--- config.mk ---
export PLATFORM = sky130hd
export DESIGN_NAME = lwd_front
export DESIGN_NICKNAME = d
export VERILOG_FILES = /design/src/rtl/lwd_pkg.sv /design/src/rtl/lwd_front.sv
export SDC_FILE = /design/constraint.sdc
export NUM_CORES = 1
export LEC_CHECK = 0
export ABC_AREA = 1
export BUFFER_PORTS_ARGS = -buffer_cell sky130_fd_sc_hd__buf_2
export CORE_ASPECT_RATIO = 0.5
export CORE_MARGIN = 5
export CORE_UTILIZATION = 50
export DETAILED_ROUTE_END_ITERATION = 8
export PLACE_DENSITY_LB_ADDON = 0.15
export SLEW_MARGIN = 20
export SYNTH_ARGS = -nofsm -noshare
export SYNTH_HDL_FRONTEND = slang
export SYNTH_SLANG_ARGS = --single-unit
--- constraint.sdc ---
create_clock -name i_clk -period 3.8 [get_ports i_clk]
set_input_delay 0.57 -clock i_clk [delete_from_list [all_inputs] [get_ports i_clk]]
set_output_delay 0.57 -clock i_clk [all_outputs]
set_load 0.1 [all_outputs]
--- src/rtl/lwd_pkg.sv ---
// Shared constants and types of the LZSS window decoder.
package lwd_pkg;

    localparam int WINDOW_SIZE_DEF = 4096;
    localparam int OFF_W           = 12;
    localparam int LEN_W           = 5;
    localparam int MATCH_BIAS      = 3;
    localparam int MATCH_MAX       = 18;
    localparam int QUEUE_DEPTH     = 4;

    localparam logic [7:0] SPACE_BYTE = 8'h20;

    localparam logic CFG_IN_LENGTH = 1'b0;
    localparam logic CFG_OUT_LIMIT = 1'b1;

    typedef enum logic {
        CMD_LIT,
        CMD_MATCH
    } t_cmd_kind;

    typedef struct packed {
        t_cmd_kind        kind;
        logic [7:0]       data;
        logic [OFF_W-1:0] off;
        logic [LEN_W-1:0] len;
    } t_cmd;

    typedef struct packed {
        logic full;
        logic empty;
    } t_q_stat;

endpackage

--- src/rtl/lwd_front.sv ---
// Front end: takes compressed bytes, tracks flag and token state, issues literal and match commands.
module lwd_front (
    input  logic                    i_clk,
    input  logic                    i_rst_n,
    input  logic                    i_cfg_valid,
    input  logic                    i_cfg_index,
    input  logic [31:0]             i_cfg_data,
    input  logic                    i_in_valid,
    input  logic [7:0]              i_in_byte,
    output logic                    o_in_ready,
    input  lwd_pkg::t_q_stat        i_q_stat,
    output logic                    o_push,
    output lwd_pkg::t_cmd           o_cmd
);

    logic [31:0] r_in_length;
    logic [31:0] r_out_limit;
    logic [31:0] r_in_count, n_in_count;
    logic [31:0] r_proj, n_proj;
    logic [7:0]  r_flag_bits, n_flag_bits;
    logic [3:0]  r_flag_left, n_flag_left;
    logic        r_phase, n_phase;
    logic [7:0]  r_off_low, n_off_low;

    logic                       accept;
    logic [31:0]                remain;
    logic [lwd_pkg::LEN_W-1:0]  len_full;
    logic [lwd_pkg::LEN_W-1:0]  len_eff;

    assign o_in_ready = !i_q_stat.full;
    assign accept     = i_in_valid && !i_q_stat.full;

    // The front keeps its own projection of the output count so that the
    // output limit can be applied before the back end has caught up.
    assign remain   = r_out_limit - r_proj;
    assign len_full = {1'b0, i_in_byte[3:0]} + lwd_pkg::LEN_W'(lwd_pkg::MATCH_BIAS);
    assign len_eff  = (remain < {{(32-lwd_pkg::LEN_W){1'b0}}, len_full}) ?
                      remain[lwd_pkg::LEN_W-1:0] : len_full;

    always_comb begin
        n_in_count  = r_in_count;
        n_proj      = r_proj;
        n_flag_bits = r_flag_bits;
        n_flag_left = r_flag_left;
        n_phase     = r_phase;
        n_off_low   = r_off_low;
        o_push      = 1'b0;
        o_cmd       = '0;
        if (accept && (r_in_count < r_in_length)) begin
            n_in_count = r_in_count + 32'd1;
            if (r_proj < r_out_limit) begin
                if (r_phase) begin
                    n_phase    = 1'b0;
                    o_push     = 1'b1;
                    o_cmd.kind = lwd_pkg::CMD_MATCH;
                    o_cmd.off  = {i_in_byte[7:4], r_off_low};
                    o_cmd.len  = len_eff;
                    n_proj     = r_proj + {{(32-lwd_pkg::LEN_W){1'b0}}, len_eff};
                end else if (r_flag_left == 4'd0) begin
                    n_flag_bits = i_in_byte;
                    n_flag_left = 4'd8;
                end else begin
                    n_flag_bits = {1'b0, r_flag_bits[7:1]};
                    n_flag_left = r_flag_left - 4'd1;
                    if (r_flag_bits[0]) begin
                        o_push     = 1'b1;
                        o_cmd.kind = lwd_pkg::CMD_LIT;
                        o_cmd.data = i_in_byte;
                        n_proj     = r_proj + 32'd1;
                    end else begin
                        n_off_low = i_in_byte;
                        n_phase   = 1'b1;
                    end
                end
            end
        end
    end

    always_ff @(posedge i_clk) begin
        if (!i_rst_n) begin
            r_in_length <= '1;
            r_out_limit <= '1;
        end else if (i_cfg_valid) begin
            case (i_cfg_index)
                lwd_pkg::CFG_IN_LENGTH: r_in_length <= i_cfg_data;
                lwd_pkg::CFG_OUT_LIMIT: r_out_limit <= i_cfg_data;
                default: ;
            endcase
        end
    end

    always_ff @(posedge i_clk) begin
        if (!i_rst_n) begin
            r_in_count  <= '0;
            r_proj      <= '0;
            r_flag_bits <= '0;
            r_flag_left <= '0;
            r_phase     <= 1'b0;
            r_off_low   <= '0;
        end else begin
            r_in_count  <= n_in_count;
            r_proj      <= n_proj;
            r_flag_bits <= n_flag_bits;
            r_flag_left <= n_flag_left;
            r_phase     <= n_phase;
            r_off_low   <= n_off_low;
        end
    end

endmodule

Yosys cells after proc, flatten, opt, wreduce, memory -nomap -nowiden --
Index checks and enable logic that the tools add are counted.
Storage, ports and cells: flip-flop bits (word level) 149, logic and storage cells 54
Cells by class: eq/ne operators 1, reductions and logical operators 11, mux-type cells 21, add/sub/neg operators 6, bitwise logic cells 4, order comparisons 3
Operators by type and width (count):
- $mux W32 | 3
- $add A32 B1 Y32 const B | 2
- $lt A32 B32 Y1 | 2
- $mux W26 | 2
- $add A32 B5 Y32 | 1
- $lt A32 B5 Y1 | 1
- $mux W8 | 4
- $sub A32 B32 Y32 | 1
- $mux W17 | 1
- $mux W1 | 9
- $reduce_and A2 Y1 | 3
- $add A4 B2 Y5 const B | 1
- $mux W5 | 1
- $reduce_and A5 Y1 | 1
- $logic_not A4 Y1 | 1
- $mux W4 | 1
- $not A1 Y1 | 4
- $reduce_and A4 Y1 | 1
- $sub A4 B1 Y4 const B | 1
- $reduce_and A3 Y1 | 1
- $logic_and A1 B1 Y1 | 2
- $ne A2 B2 Y1 const B | 1
- $reduce_bool A2 Y1 | 1
- $logic_not A1 Y1 | 1

Depth between registers and ports, before layout --
depth in word-level cells 6, depth in mapped cells 32, depth with buffers taken out 32

Least setup slack after synthesis --
No wires, ideal clock.
kind in2out, start input i_q_stat[1] in the netlist's numbering, end output o_cmd[17] in the netlist's numbering, arrival 4162 ps, stages on the path 10, slack -932 ps, required time 3230 ps, path through inv_1 -> nand2_1 -> nor2_1 -> o2111ai_1 -> nor2_1 -> nand2_2 -> nor2_4 -> nand2_1 -> buf_2 -> nor3_1
RTL lines:
- start: declaration | line lwd_front.sv:11 | input lwd_pkg::t_q_stat i_q_stat,
- end: declaration | line lwd_front.sv:13 | output lwd_pkg::t_cmd o_cmd

Worst setup path after layout --
start register r_out_limit[1], end register r_proj[8]
On the way: word-level cells in the longest chain between the ends 5
RTL lines:
- start: declaration | line lwd_front.sv:17 | logic [31:0] r_out_limit;
- start signal: assignment | line lwd_front.sv:86 | lwd_pkg::CFG_OUT_LIMIT: r_out_limit <= i_cfg_data;
- $sub A32 B32 Y32 | line lwd_front.sv:35 | assign remain = r_out_limit - r_proj;
- $lt A32 B5 Y1 | line lwd_front.sv:37 | assign len_eff = (remain < {{(32-lwd_pkg::LEN_W){1'b0}}, len_full}) ?
- $mux W5 | line lwd_front.sv:37
- $add A32 B5 Y32 | line lwd_front.sv:58 | n_proj = r_proj + {{(32-lwd_pkg::LEN_W){1'b0}}, len_eff};
- $mux W32 | line lwd_front.sv:52 | if (r_phase) begin
- end signal: assignment | line lwd_front.sv:102 | r_proj <= n_proj;
- end: declaration | line lwd_front.sv:19 | logic [31:0] r_proj, n_proj;
Several ways; a longest one is shown, not always the timed one. A chain may end at the register's enable or synchronous reset.

==> out/qor.csv <==
metric,value,unit
status,"complete, but fails checks",
failing checks,setup timing,
Setup WS post-layout,-0.249,ns
Crit. End Element,flip-flop,
Fmax achieved,0.247,GHz
Post-Route WL,34.0,mm
Bufs and invs on worst path,6,
sequential fraction of the synthesis area,0.265,
First DRT Iteration DRCs,830,
Period minus WS final,4.05,ns
clk_lat worst skew,0.46,ns
share of cells above drive strength 1,0.285,
Antenna Nets Post-Route,0,
TritonCTS clock tree,yes,
static leakage,7.04,nW
initial core utilization,0.514,
"most common cell after layout, fill and taps aside",nand2_1,
final RePlAce weighted congestion,0.947,
post-synthesis sequential element count,149,
Max Cap Violations,0,
"delay-heaviest family, CP",adder cells,
Crit Path Max Fanout,6,
Power Total,4.16,mW
setup_tns,-5.48,ns
Synth async-reset ratio,0,
largest net degree at the start of global routing,80,
synth unique cells,48,
Final Skew,0.00841,ns
GRT Total Usage,0.260,
"Reg clk slew, reported paths",0.06,ns
H-tree Lvls,4,
Worst EP arrival,4.43,ns
Via density,5.12,
die width,222,um
multi-input logic area,7980,sq um
Hold Path Class,input pin to flip-flop,
Die Y,116,um
router iterations before antenna repair,5,
Worst-Margin Slew,0.930,ns
biggest cell delay along the critical path,0.41,ns
vias after detailed routing,11800,
CP Data Required Time,4.19,ns
DRC,0,
Root Buffer,clkbuf_16,
initial antenna violation count,0,
Pwr Density,274,nW/um^2
number of synthesized flops with an enable pin,0,
detailed-placement wirelength estimate,25.7,mm
fillers,1872,
Final Hold Vio Count,0,
GR Overflow Total,0,
number of I/O port buffers,73,
"Cell Area, Synth",11300,sq um
CTS Hold Bufs,0,
Setup Viol. Count Final,49,
antenna cells,0,
worst vdd ir,254,uV
CP startpoint kind,flip-flop,
Crit-path slowest cell,fa_2,
area grow syn2layout,34.7,%
Slew Limit Headroom,0.379,
TritonCTS buffer count,17,
layout net count,2125,
Ys Warns,0,
most used cell along the critical path,nand3_2,
die area,25800,sq um
RSZ-0062 raised after global routing,true,
crit share post-route,1.07,
Main synth FF type,dfxtp_1,
"Slew Viols, Final",0,
number of I/O pins,75,
crit path kind,flip-flop to flip-flop,
clk buf depth,2,
Post-Syn Nets,1899,
first-pass GRT wire length,54.3,mm
Core Box Area,21900,sq um
vias in the first global route,11100,
Storage cell area,2990,sq um
most frequent cells in the layout,"nand2_1, inv_1, buf_4",
Clock Sinks,149,
synthesized area per cell,6.35,sq um
Routed WL per cell,14.7,um
Cells after Synth,1776,
Placement Rows,38,
-- cells by family (layout without fill, tap and decap cells) --
kind of cell	count (synthesis)	after routing	share of synthesized area
compound gates	189	189	0.106
buf+inv	326	565	0.115
flops	149	149	0.265
simple gates	976	976	0.382
xor+xnor	60	60	0.0466
fa+ha+maj	76	76	0.0857
-- metrics by stage --
step | utilization | hold WS [ns] | cells | setup WS [ns] | cell area [sq um]
after floorplan | - | 0.440 | 1776 | -0.262 | 11400
after global placement | 0.619 | 0.449 | 2268 | -0.294 | 13600
after detailed placement | 0.619 | 0.452 | 2268 | -0.385 | 13600
after CTS | 0.661 | 0.310 | 2306 | -0.190 | 14500
after global routing | 0.693 | 0.324 | 2315 | -0.455 | 15200
final | 0.693 | 0.331 | 2315 | -0.249 | 15200
-- synth_stat cells, types with 6 or more instances --
library cell,count,share of area
nor3_1,39,0.017
nor2_4,8,0.0080
a21oi_1,84,0.037
nand2_1,572,0.19
inv_1,260,0.087
o211ai_1,34,0.023
nand2_2,50,0.028
clkbuf_1,32,0.011
buf_2,9,0.0040
xnor2_1,10,0.0078
nor2_1,126,0.042
a21oi_2,29,0.023
nor2_2,10,0.0056
nand3_1,100,0.044
ha_1,74,0.082
nand4_1,42,0.023
xor2_1,50,0.039
o21ai_0,25,0.011
nor4_1,6,0.0033
inv_2,13,0.0043
dfxtp_1,149,0.26
-- layout make-up --
| type | instances | share of cell area |
|---|---|---|
| repair buffers | 254 | 0.143 |
| inverters | 279 | 0.0695 |
| flip-flops and latches | 149 | 0.197 |
| clock inverters | 12 | 0.00931 |
| well taps | 300 | 0.0247 |
| clock buffers | 20 | 0.0307 |
| multi-input cells | 1301 | 0.526 |
-- path summary, 6_finish.rpt --
path	from	to	slack [ns]	cells after the start
max reg2reg	r_out_limit[1]$_SDFFE_PN1P_	r_proj[8]$_SDFFE_PN0P_	-0.25	26
min reg2reg	r_flag_bits[5]$_SDFFE_PN0P_	r_flag_bits[5]$_SDFFE_PN0P_	0.46	2
min	i_cfg_data[4]	r_out_limit[4]$_SDFFE_PN1P_	0.33	3
max	r_out_limit[1]$_SDFFE_PN1P_	r_proj[8]$_SDFFE_PN0P_	-0.25	26
-- registers in the layout (all words and copies together), names as in the netlist --
register,count
r_out_limit,32
r_flag_left,4
r_phase,1
r_off_low,8
r_in_count,32
r_flag_bits,8
r_in_length,32
r_proj,32
-- per-layer routing --
metal | vias to the layer above | GRT usage | part of all wire
li1 | 6087 | - | -
met1 | 5422 | 0.348 | 0.47
met2 | 288 | 0.427 | 0.44
met3 | 50 | 0.0665 | 0.065
met4 | 0 | 0.0632 | 0.017
met5 | - | 0 | 0
-- timing repair --
action,4_1_cts,5_1_grt
resized for setup,57,132
buffers inserted,8,13
setup endpoints to repair,54,57
endpoints found under the hold margin,0,0
pin swaps,30,75
-- report_power, final --
group / total, mW / switching (mW) / internal, mW
logic: 0.754 / 0.446 / 0.308
clock network: 1.75 / 0.719 / 1.03
registers: 1.66 / 0.0404 / 1.62
total: 4.16 / 1.21 / 2.96
-- worst min-delay path, stage by stage --
cell	delay (ns)
buf_2	0.09
nand2_1	0.05
nand3_1	0.05
Power figures use the tool's default switching activity.
