<file path="src/rtl/lwd_pkg.sv">
// Shared constants and types of the LZSS window decoder.
package lwd_pkg;

    localparam int WINDOW_SIZE_DEF = 4096;
    localparam int OFF_W           = 12;
    localparam int LEN_W           = 5;
    localparam int MATCH_BIAS      = 3;
    localparam int MATCH_MAX       = 18;
    localparam int QUEUE_DEPTH     = 4;

    localparam logic [7:0] SPACE_BYTE = 8'h20;

    localparam logic CFG_IN_LENGTH = 1'b0;
    localparam logic CFG_OUT_LIMIT = 1'b1;

    typedef enum logic {
        CMD_LIT,
        CMD_MATCH
    } t_cmd_kind;

    typedef struct packed {
        t_cmd_kind        kind;
        logic [7:0]       data;
        logic [OFF_W-1:0] off;
        logic [LEN_W-1:0] len;
    } t_cmd;

    typedef struct packed {
        logic full;
        logic empty;
    } t_q_stat;

endpackage

</file>
<file path="src/rtl/lwd_queue.sv">
// Short command queue between the front end and the copy engine.
module lwd_queue #(
    parameter int DEPTH = lwd_pkg::QUEUE_DEPTH
) (
    input  logic             i_clk,
    input  logic             i_rst_n,
    input  logic             i_push,
    input  lwd_pkg::t_cmd    i_cmd,
    input  logic             i_pop,
    output lwd_pkg::t_cmd    o_cmd,
    output lwd_pkg::t_q_stat o_stat
);

    localparam int PW = (DEPTH > 1) ? $clog2(DEPTH) : 1;
    localparam int CW = $clog2(DEPTH + 1);

    lwd_pkg::t_cmd  r_mem [DEPTH];
    logic [PW-1:0]  r_wr_ptr;
    logic [PW-1:0]  r_rd_ptr;
    logic [CW-1:0]  r_count;
    logic           do_push;
    logic           do_pop;

    assign o_stat.full  = (r_count == CW'(DEPTH));
    assign o_stat.empty = (r_count == '0);
    assign o_cmd        = r_mem[r_rd_ptr];
    assign do_push      = i_push && !o_stat.full;
    assign do_pop       = i_pop && !o_stat.empty;

    always_ff @(posedge i_clk) begin
        if (do_push) begin
            r_mem[r_wr_ptr] <= i_cmd;
        end
    end

    always_ff @(posedge i_clk) begin
        if (!i_rst_n) begin
            r_wr_ptr <= '0;
            r_rd_ptr <= '0;
            r_count  <= '0;
        end else begin
            if (do_push) begin
                r_wr_ptr <= (r_wr_ptr == PW'(DEPTH - 1)) ? '0 : r_wr_ptr + 1'b1;
            end
            if (do_pop) begin
                r_rd_ptr <= (r_rd_ptr == PW'(DEPTH - 1)) ? '0 : r_rd_ptr + 1'b1;
            end
            case ({do_push, do_pop})
                2'b10:   r_count <= r_count + 1'b1;
                2'b01:   r_count <= r_count - 1'b1;
                default: r_count <= r_count;
            endcase
        end
    end

endmodule

</file>
<file path="config.mk">
export PLATFORM = sky130hd
export DESIGN_NAME = lwd_queue
export DESIGN_NICKNAME = d
export VERILOG_FILES = /design/src/rtl/lwd_pkg.sv /design/src/rtl/lwd_queue.sv
export SDC_FILE = /design/constraint.sdc
export NUM_CORES = 1
export LEC_CHECK = 0
export ABC_AREA = 1
export ABC_CLOCK_PERIOD_IN_PS = 2000
export BUFFER_PORTS_ARGS = -buffer_cell sky130_fd_sc_hd__buf_2
export CAP_MARGIN = 20
export CORE_AREA = 8 8 102 104
export CTS_CLUSTER_DIAMETER = 150
export DETAILED_ROUTE_END_ITERATION = 12
export DIE_AREA = 0 0 110 112
export GPL_TIMING_DRIVEN = 1
export MAX_ROUTING_LAYER = met4
export PLACE_DENSITY = 0.73
export SETUP_SLACK_MARGIN = 0.2
export SLEW_MARGIN = 40
export SYNTH_ARGS = -nofsm -noshare
export SYNTH_HDL_FRONTEND = slang
export SYNTH_SLANG_ARGS = --single-unit
</file>
<file path="constraint.sdc">
create_clock -name i_clk -period 2 [get_ports i_clk]
set_input_delay 0.4 -clock i_clk [delete_from_list [all_inputs] [get_ports i_clk]]
set_output_delay 0.4 -clock i_clk [all_outputs]
set_load 0.1 [all_outputs]
</file>
# Word-level counts from Yosys, hierarchy flattened
# Memories as Yosys holds them, arrays and structs flattened. A register that Yosys moved wholly into a read port is not among the register bits.
# Cells that the tools add are included.
# totals
mem_count	1
ff_bits	7
output_inout_bits	28
wordCells	26
in_bits	30
ramBits	104
# memory_table
memory	depth	width	read_ports	rd_clocked_by_memory_dff	wr	line	text
r_mem	4	26	1	1	1	lwd_queue.sv:17	lwd_pkg::t_cmd r_mem [DEPTH];
# op_classes
n_eq_ne	5
mux	7
add_sub_neg	4
reduce_logical	6
# ops
operator	n
$mux 2	4
$eq 2x2->1 const B	3
$pmux 3 s2	1
$add 2x1->2 const B	2
$add 3x1->3 const B	1
$eq 3x3->1 const B	1
$logic_not 3->1	1
$sub 3x1->3 const B	1
$eq 2x1->1 const B	1
$logic_and 1x1->1	2
$logic_not 1->1	2
$mux 1	2
$reduce_bool 2->1	1

# Logic depth before layout (Yosys ltp)
# Gate-level depths: netlist (run 1).
# logic_depth
ltp_word	5
mapped_depth	13
ltp_nobuf	13

# Worst setup path before layout (run 1)
# OpenSTA, ideal clock, no wires.
# synth_path
kind	flip-flop to output port
start	register (tool-made name)
end	output port o_cmd[18] (netlist name)
required_ps	1600
setup_slack_ps	-590
path_buffers	2
path_stages_with_launch	6
arrival_time_ps	2190
path_cell_list	dfxtp_1 > buf_6 > inv_4 > buf_2 > o21ai_0 > o22ai_1
# synth_lines
item	line	text
end, declared	lwd_queue.sv:10	output lwd_pkg::t_cmd o_cmd,

==> run metrics, run 1 <==
outcome=finished, violations left; GP Congestion=0.720; count of final setup violators=26; Rows=35; maximum achievable frequency=0.474 GHz; Design Area, Final=0.00670 mm2; layout cells sized above 1=0.486; global-route wire length before repair=16000 um; vias per cell=5.51; clock latency on the worst-skew pair=0.51 ns; biggest area consumer among synthesized cells=edfxtp_1; Synth Flop Type=edfxtp_1; Reg clk slew, reported paths=0.05 ns; synthesized area per cell=13.6 um2; Post-synth EDFFs=104; router iterations before antenna repair=4; Bufs on Longest Clock Path=2; Critical Path Max Stage Delay=0.40 ns; CTS tree=yes; CP Launch Type=flop; synthesized area=0.00437 mm2; Max Slew Vio Count=0; gr usage total=0.183; Worst-Margin Slew=0.293 ns; WP buf/inv=3; WL/cell=20.3 um; count leader, synth=edfxtp_1; Yosys reg bits=113; top cell type's share of synthesized area=0.715; # IOs=58; Worst Path Arrival=1.71 ns; RSZ-0062 raised after global routing=true; ordered list of cells on the worst path=inv_8 > buf_6 > nor2_1 > o22ai_2 > buf_12; Worst path slowest cell=dfxtp_4; clk sinks=113; vias in the first global route=3147; synth unique cells=20; GR Overflow Total=0; Routed WL=10700 um; sequential area share after synthesis=0.756; die area=0.0123 mm2; Tcrit/Tclk final=1.05; final net count=443; CTS root buf=clkbuf_8; I/O Buffers=57; Tmin final=2.11 ns; drc violations=0; die width=110 um; Num CTS Buffers=17; max_slew headroom=0.804; core region area=0.00889 mm2; asr flop ratio synth=0; via count=2916; H-Tree Depth=4; Post-DP Area=0.00563 mm2; chip height=112 um; path type of the worst setup path=reg -> out; critical path data required time=1.60 ns; worst min-delay path category=in -> reg; placed wire-length estimate=6160 um; CP delay by family, top=buffers and inverters; largest net degree at the start of global routing=27; n_diodes=0; Layout area overhead=53.3%; antenna violations before repair=0; Final Hold Fails=0; commonest cells in the netlist=edfxtp_1 (104), nor2_1 (65), o21ai_0 (30); Synth Instances=322; Detail Route Antenna Nets=0; Initial Util=0.491; yosys warns=0; crit end category=primary output; max-cap violations=0; final worst slack=-0.110 ns; hold_buf cts=0; initial drt markers=136; syn nets=359; failing checks=setup timing; clock skew=0.00908 ns; crit path max fanout=8; ranking of synthesized cells by area=edfxtp_1 (71%), nor2_1 (5.6%), dfxtp_1 (4.1%)
[timing repair]
item	CTS	global route
pin swaps	3	2
buffers inserted	3	0
gates cloned	1	2
endpoints found under the setup margin	28	29
resized for setup	91	35
[worst paths after layout]
kind / slack (ns) / end / depth (start not counted) / start
hold / removal: 0.1 / r_mem[2][3]$_DFFE_PP_ / 1 / i_cmd[3]
hold reg to reg: 0.55 / flop / 2 / r_rd_ptr[1]$_SDFFE_PN0P_
setup / recovery: -0.11 / o_cmd[18] / 5 / flop
setup reg to reg: 0.38 / r_count[2]$_SDFFE_PN0P_ / 13 / r_count[0]$_SDFFE_PN0P_
[logic make-up (layout without fill, tap and decap cells)]
group / after synthesis / count (layout) / synth area share
flops: 113 / 113 / 0.756
compound gates: 84 / 84 / 0.104
simple gates: 84 / 84 / 0.0748
buf+inv: 34 / 130 / 0.0435
fa+ha+maj: 7 / 7 / 0.0218
[layer usage]
metal  wire, um  GRT usage  part of all wire
met3        603     0.0479             0.056
met4        257     0.0892             0.024
met5          0          -                 0
met1       4070      0.194              0.38
met2       5820      0.305              0.54
[cell type report]
type | instances | area [um2]
Clock buffer | 19 | 422
Clock inverter | 12 | 214
Fill cell | 513 | 2190
Inverter | 19 | 83.8
Multi-Input combinational cell | 175 | 1490
Sequential cell | 113 | 3310
Tap cell | 111 | 139
Timing Repair Buffer | 80 | 1030
[flip-flops by register name (all words and copies together) (netlist names), named ones only]
register	cells
r_rd_ptr	2
r_mem	104
r_wr_ptr	2
r_count	3
[stage by stage]
stage / setup TNS, ns / utilization / cells / hold WS [ns] / setup slack [ns]
after floorplan: -12.40 / - / 322 / 0.483 / -0.119
after global placement: 0 / 0.633 / 492 / 0.519 / 0.340
after detailed placement: 0 / 0.633 / 492 / 0.535 / 0.292
after CTS: -1.61 / 0.733 / 527 / 0.0821 / -0.0883
after global routing: -3.34 / 0.753 / 529 / 0.0799 / -0.175
final: -1.62 / 0.753 / 529 / 0.0976 / -0.110
[placed cells by master, fill, tap and decap left out, types with 5 or more instances in the layout]
cell / count
o22ai_4: 25
buf_4: 9
buf_12: 33
o21ai_1: 19
dfxtp_1: 5
o21ai_2: 26
inv_1: 17
o21ai_4: 6
nand2_1: 12
nor2_2: 23
clkbuf_16: 18
edfxtp_1: 104
ha_1: 6
nor2_4: 5
bufinv_16: 6
buf_2: 29
nor2_1: 37
Power of run 1 is not shown: default switching activity piles up to over one toggle a cycle in this logic, so the estimate is an artifact.
==> inputs of run 2 (changes only) <==
- SETUP_SLACK_MARGIN: 0.2 -> 0.5
==> run 2 against run 1 <==
Compared with the run above: the flow still finishes with violations (setup timing); die area unchanged; cell area increased by 4.1%; setup slack got worse by 0.026 ns; critical endpoint is now o_cmd[5]; wire length increased by 5.1%; via count increased by 2.6%; clock-buffer cell count increased by 1; register-to-register slack about the same; critical path depth decreased by 1; utilization increased by 3.1 points; sequential cell count unchanged; global-route usage increased by 1.5 points; non-clock buffer count increased by 9.
==> run metrics, run 2 (synthesis gave the netlist of run 1 again) <==
M2 GR Usage=0.333; # IOs=58; commonest non-fill, non-tap cell in the layout=edfxtp_1; drc violations=0; die area=0.0123 mm2; most crowded layer after global routing=met2; critical path data required time=1.60 ns; Design Area, Final=0.00697 mm2; layout cells sized above 1=0.551; Tcrit/Tclk final=1.07; clk sinks=113; path type of the worst setup path=reg -> out; max-cap violations=0; CP Launch Type=flop; CTS tree=yes; hold_buf cts=0; Rows=35; Initial Util=0.491; Seq. cell area=0.00332 mm2; maximum achievable frequency=0.468 GHz; Detail Route Antenna Nets=0; # fillers=468; max reg flops=104; register bank with the most flops=r_mem; GR Overflow Total=0; worst r2r src=r_count[0]$_SDFFE_PN0P_; final net count=452; WL/cell=21.0 um; biggest registers after layout=r_mem: 104 flops, r_count: 3 flops; router iterations before antenna repair=4; met3 Use GR=0.0566; clock latency on the worst-skew pair=0.51 ns; via count=2991; global-route wire length before repair=17500 um; initial drt markers=227; n_diodes=0; vias per cell=5.55; ordered list of cells on the worst path=buf_12 > o21ai_1 > o22ai_4 > buf_12; worst hold margin=0.103 ns; Post-DP Area=0.00583 mm2; Num CTS Buffers=17; largest net degree at the start of global routing=17; multi-input logic area=0.00169 mm2; Reg clk slew, reported paths=0.06 ns; GP Congestion=0.759; final core utilization=0.784; Max Slew Vio Count=0; gr usage total=0.198; CTS root buf=clkbuf_8; Critical Path Max Stage Delay=0.47 ns; Tmin final=2.14 ns; core region area=0.00889 mm2; clock skew=0.00685 ns; crit path max fanout=13; worst min-delay path category=in -> reg; placed wire-length estimate=6200 um; antenna violations before repair=0; H-Tree Depth=4; Worst Hold Launch=i_cmd[12]; crit end category=primary output; I/O Buffers=57; chip height=112 um; vias in the first global route=3326; die width=110 um; Bufs on Longest Clock Path=2; final worst slack=-0.136 ns; Routed WL=11300 um; GR Util met1=0.218; commonest non-fill, non-tap cells in the layout=edfxtp_1 (104), buf_12 (35), buf_2 (29); Worst path slowest cell=dfxtp_4; max_slew headroom=0.802; Final Hold Fails=0; setup_tns=-1.96 ns; Most common cell on crit path=buf_12; count of final setup violators=26; failing checks=setup timing; Worst-Margin Slew=0.295 ns; Worst Path Arrival=1.74 ns; RSZ-0062 raised after global routing=true; Layout area overhead=59.6%; outcome=finished, violations left
## run 2: cell types whose count changed in the layout (fill, tap and decap cells not counted), moves of 4 or more
cell,delta
inv_2,+5
nor2_2,+5
buf_4,+7
o21ai_4,+12
nor2_1,-10
buf_16,+4
o21ai_2,-12
nor2_4,+5
inv_1,-6
## run 2: what timing repair did
| item | 4_1_cts | 5_1_grt |
|---|---|---|
| buffers inserted | 8 | 2 |
| endpoints found under the setup margin | 30 | 44 |
| gates resized for setup | 83 | 21 |
| pin swaps | 12 | 8 |
| cloned | 4 | 1 |
## run 2: worst paths after layout
path                        endpoint  slack [ns]  depth (start not counted)
min reg2reg  r_count[0]$_SDFFE_PN0P_        0.57                          2
max                         o_cmd[5]       -0.14                          4
min           r_mem[1][12]$_DFFE_PP_        0.10                          1
max reg2reg  r_count[2]$_SDFFE_PN0P_        0.37                         12
## run 2: per-layer routing
| layer | vias to the layer above | part of all wire |
|---|---|---|
| met4 | 0 | 0.013 |
| met2 | 109 | 0.55 |
| met5 | - | 0 |
| met1 | 1505 | 0.38 |
| li1 | 1367 | - |
| met3 | 10 | 0.059 |
## run 2: per-stage QoR
step                setup WS, ns  cells
global route              -0.170    539
detailed placement         0.274    492
floorplan                  0.288    322
finish                    -0.136    539
CTS                       -0.113    536
global placement           0.306    492
## run 2: critical path: cells and delay by family, from the launching register on
| kind | cells | cell delay [ns] |
|---|---|---|
| buf+inv | 2 | 0.38 |
| compound gates | 2 | 0.37 |
| flops | 1 | 0.47 |
## run 2: layout make-up
class / count / share of cell area
tap: 111 / 0.0199
clock buffer: 20 / 0.0610
sequential: 113 / 0.476
timing repair buffer: 89 / 0.168
multi-input combinational: 175 / 0.242
clock inverter: 12 / 0.0203
inverter: 19 / 0.0127
Power of run 2 is left out for the same reason.
==> inputs of run 3 (changes only) <==
- CELL_PAD_IN_SITES_DETAIL_PLACEMENT: default -> 1
- CELL_PAD_IN_SITES_GLOBAL_PLACEMENT: default -> 1
- CORE_AREA: 8 8 102 104 -> 8 8 111 113
- DIE_AREA: 0 0 110 112 -> 0 0 119 121
- PLACE_DENSITY: 0.73 -> default
- PLACE_DENSITY_LB_ADDON: default -> 0.1
==> run 3 against run 2 <==
Compared with the run above: the run still ends with setup timing left; first-iteration DRC count fell by 24%; cell area rose by 5.0%; non-clock buffer count increased by 14; sequential cell count did not move; final cell count increased by 8.0%; clock-buffer cell count down 2; die area grew 17%; global-route usage down 2.5 points; via count increased by 2.6%.
==> run metrics, run 3 (synthesis gave the netlist of run 1 again) <==
router iterations before antenna repair=4; RSZ-0062 raised after global routing=true; WL/cell=24.1 um; Layout area overhead=67.5%; Num CTS Buffers=17; Worst Path Arrival=1.76 ns; r2r worst-path depth=12; Max Slew Vio Count=0; drc violations=0; final worst slack=-0.162 ns; max-cap violations=0; critical path data required time=1.60 ns; Rows=38; H-Tree Depth=4; initial drt markers=172; vias per cell=5.27; GR Overflow Total=0; commonest non-fill, non-tap cells in the layout=edfxtp_1 (104), buf_12 (43), buf_2 (29); worst r2r dst=r_count[2]$_SDFFE_PN0P_; multi-input logic area=0.00177 mm2; Routed WL=14000 um; pwr dens=1830 mW/mm2; final net count=468; Worst Hold Launch=i_cmd[22]; clock power share=0.193; Reg clk slew, reported paths=0.06 ns; clock skew=0.0112 ns; layout cells sized above 1=0.594; Psw=5.95 mW; crit end category=primary output; max_slew headroom=0.765; placed wire-length estimate=7000 um; I/O Buffers=57; count of final setup violators=26; Post-DP Area=0.00589 mm2; register bank with the most flops=r_mem; max reg flops=104; clk sinks=113; path type of the worst setup path=reg -> out; Final Hold Fails=0; outcome=finished, violations left; clock latency on the worst-skew pair=0.52 ns; crit path max fanout=11; Comb power frac=0.577; dpl cells=520; GP Congestion=0.702; Sw Ratio=0.446; internal power=7.41 mW; worst hold margin=0.0964 ns; Finished Layout Cells=582; chip height=121 um; Worst-Margin Slew=0.350 ns; global-route wire length before repair=18400 um; Worst Hold Path EP=r_mem[0][22]$_DFFE_PP_; core region area=0.0106 mm2; failing checks=setup timing; Design Area, Final=0.00732 mm2; worst min-delay path category=in -> reg; Seq. cell area=0.00331 mm2; # IOs=58; Detail Route Antenna Nets=0; Tmin final=2.16 ns; biggest registers after layout=r_mem: 104 flops, r_count: 3 flops; Sequential Power Share=0.230; CTS root buf=clkbuf_8; via count=3070; overall power consumption=13.4 mW; P_leak=2.60 nW; setup slack at placement=0.154 ns; CP Launch Type=flop; vias in the first global route=3293; largest net degree at the start of global routing=23; CTS tree=yes; # fillers=921; worst r2r src=r_count[1]$_SDFFE_PN0P_; VDD IR max=1.32 mV; Bufs on Longest Clock Path=2; R2R Setup Slk=0.29 ns; WHS Path Cells=1; maximum achievable frequency=0.463 GHz; die width=119 um; antenna violations before repair=1; gr usage total=0.173; final core utilization=0.690; setup_tns=-2.92 ns; Initial Util=0.412; Tcrit/Tclk final=1.08; commonest non-fill, non-tap cell in the layout=edfxtp_1; die area=0.0144 mm2
-- run 3: power groups by stage --
stage               Sequential (mW)  Combinational [mW]  Clock [mW]
floorplan                      3.00                4.47           0
global placement               3.03                6.30           0
detailed placement             3.05                6.37           0
CTS                            3.05                7.00        2.58
global route                   3.09                7.98        2.70
finish                         3.07                7.71        2.58
-- run 3: layout make-up --
class / count / share of cell area
Sequential cell: 113 / 0.453
Multi-Input combinational cell: 175 / 0.241
Timing Repair Buffer: 103 / 0.194
Clock buffer: 18 / 0.0571
Tap cell: 140 / 0.0239
Inverter: 19 / 0.0140
Clock inverter: 11 / 0.0103
Timing Repair inverter: 2 / 0.00564
Antenna cell: 1 / 0.000342
-- run 3: critical path: stages (launching register included) --
cell	delay (ns)
dfxtp_4	0.36
buf_6	0.15
clkbuf_16	0.17
nor2_1	0.24
o22ai_4	0.13
buf_12	0.18
-- run 3: how the worst max path moves through the flow --
| stage | end | cells past startpoint | from |
|---|---|---|---|
| 2_1_floorplan | o_cmd[18] | 5 | flop |
| 3_3_place_gp | o_cmd[11] | 4 | flop |
| 3_5_place_dp | o_cmd[11] | 4 | flop |
| 4_1_cts | o_cmd[14] | 4 | flop |
| 5_1_grt | o_cmd[9] | 5 | flop |
| 6_report | o_cmd[9] | 5 | flop |
-- run 3: timing repair --
action / in CTS / in global routing
gates cloned: 3 / 6
pin swaps: 8 / 20
endpoints found under the setup margin: 70 / 48
hold buffers: 0 / 0
resized for setup: 74 / 80
setup buffers: 12 / 11
-- run 3: routing by layer --
| layer | GRT usage | part of all wire | wire length, um | vias up |
|---|---|---|---|---|
| met5 | - | 0 | 0 | - |
| met3 | 0.0442 | 0.036 | 508 | 16 |
| li1 | - | - | - | 1402 |
| met2 | 0.298 | 0.54 | 7620 | 67 |
| met4 | 0.0538 | 0.011 | 152 | 0 |
| met1 | 0.194 | 0.41 | 5750 | 1585 |
Power figures use the tool's default switching activity.
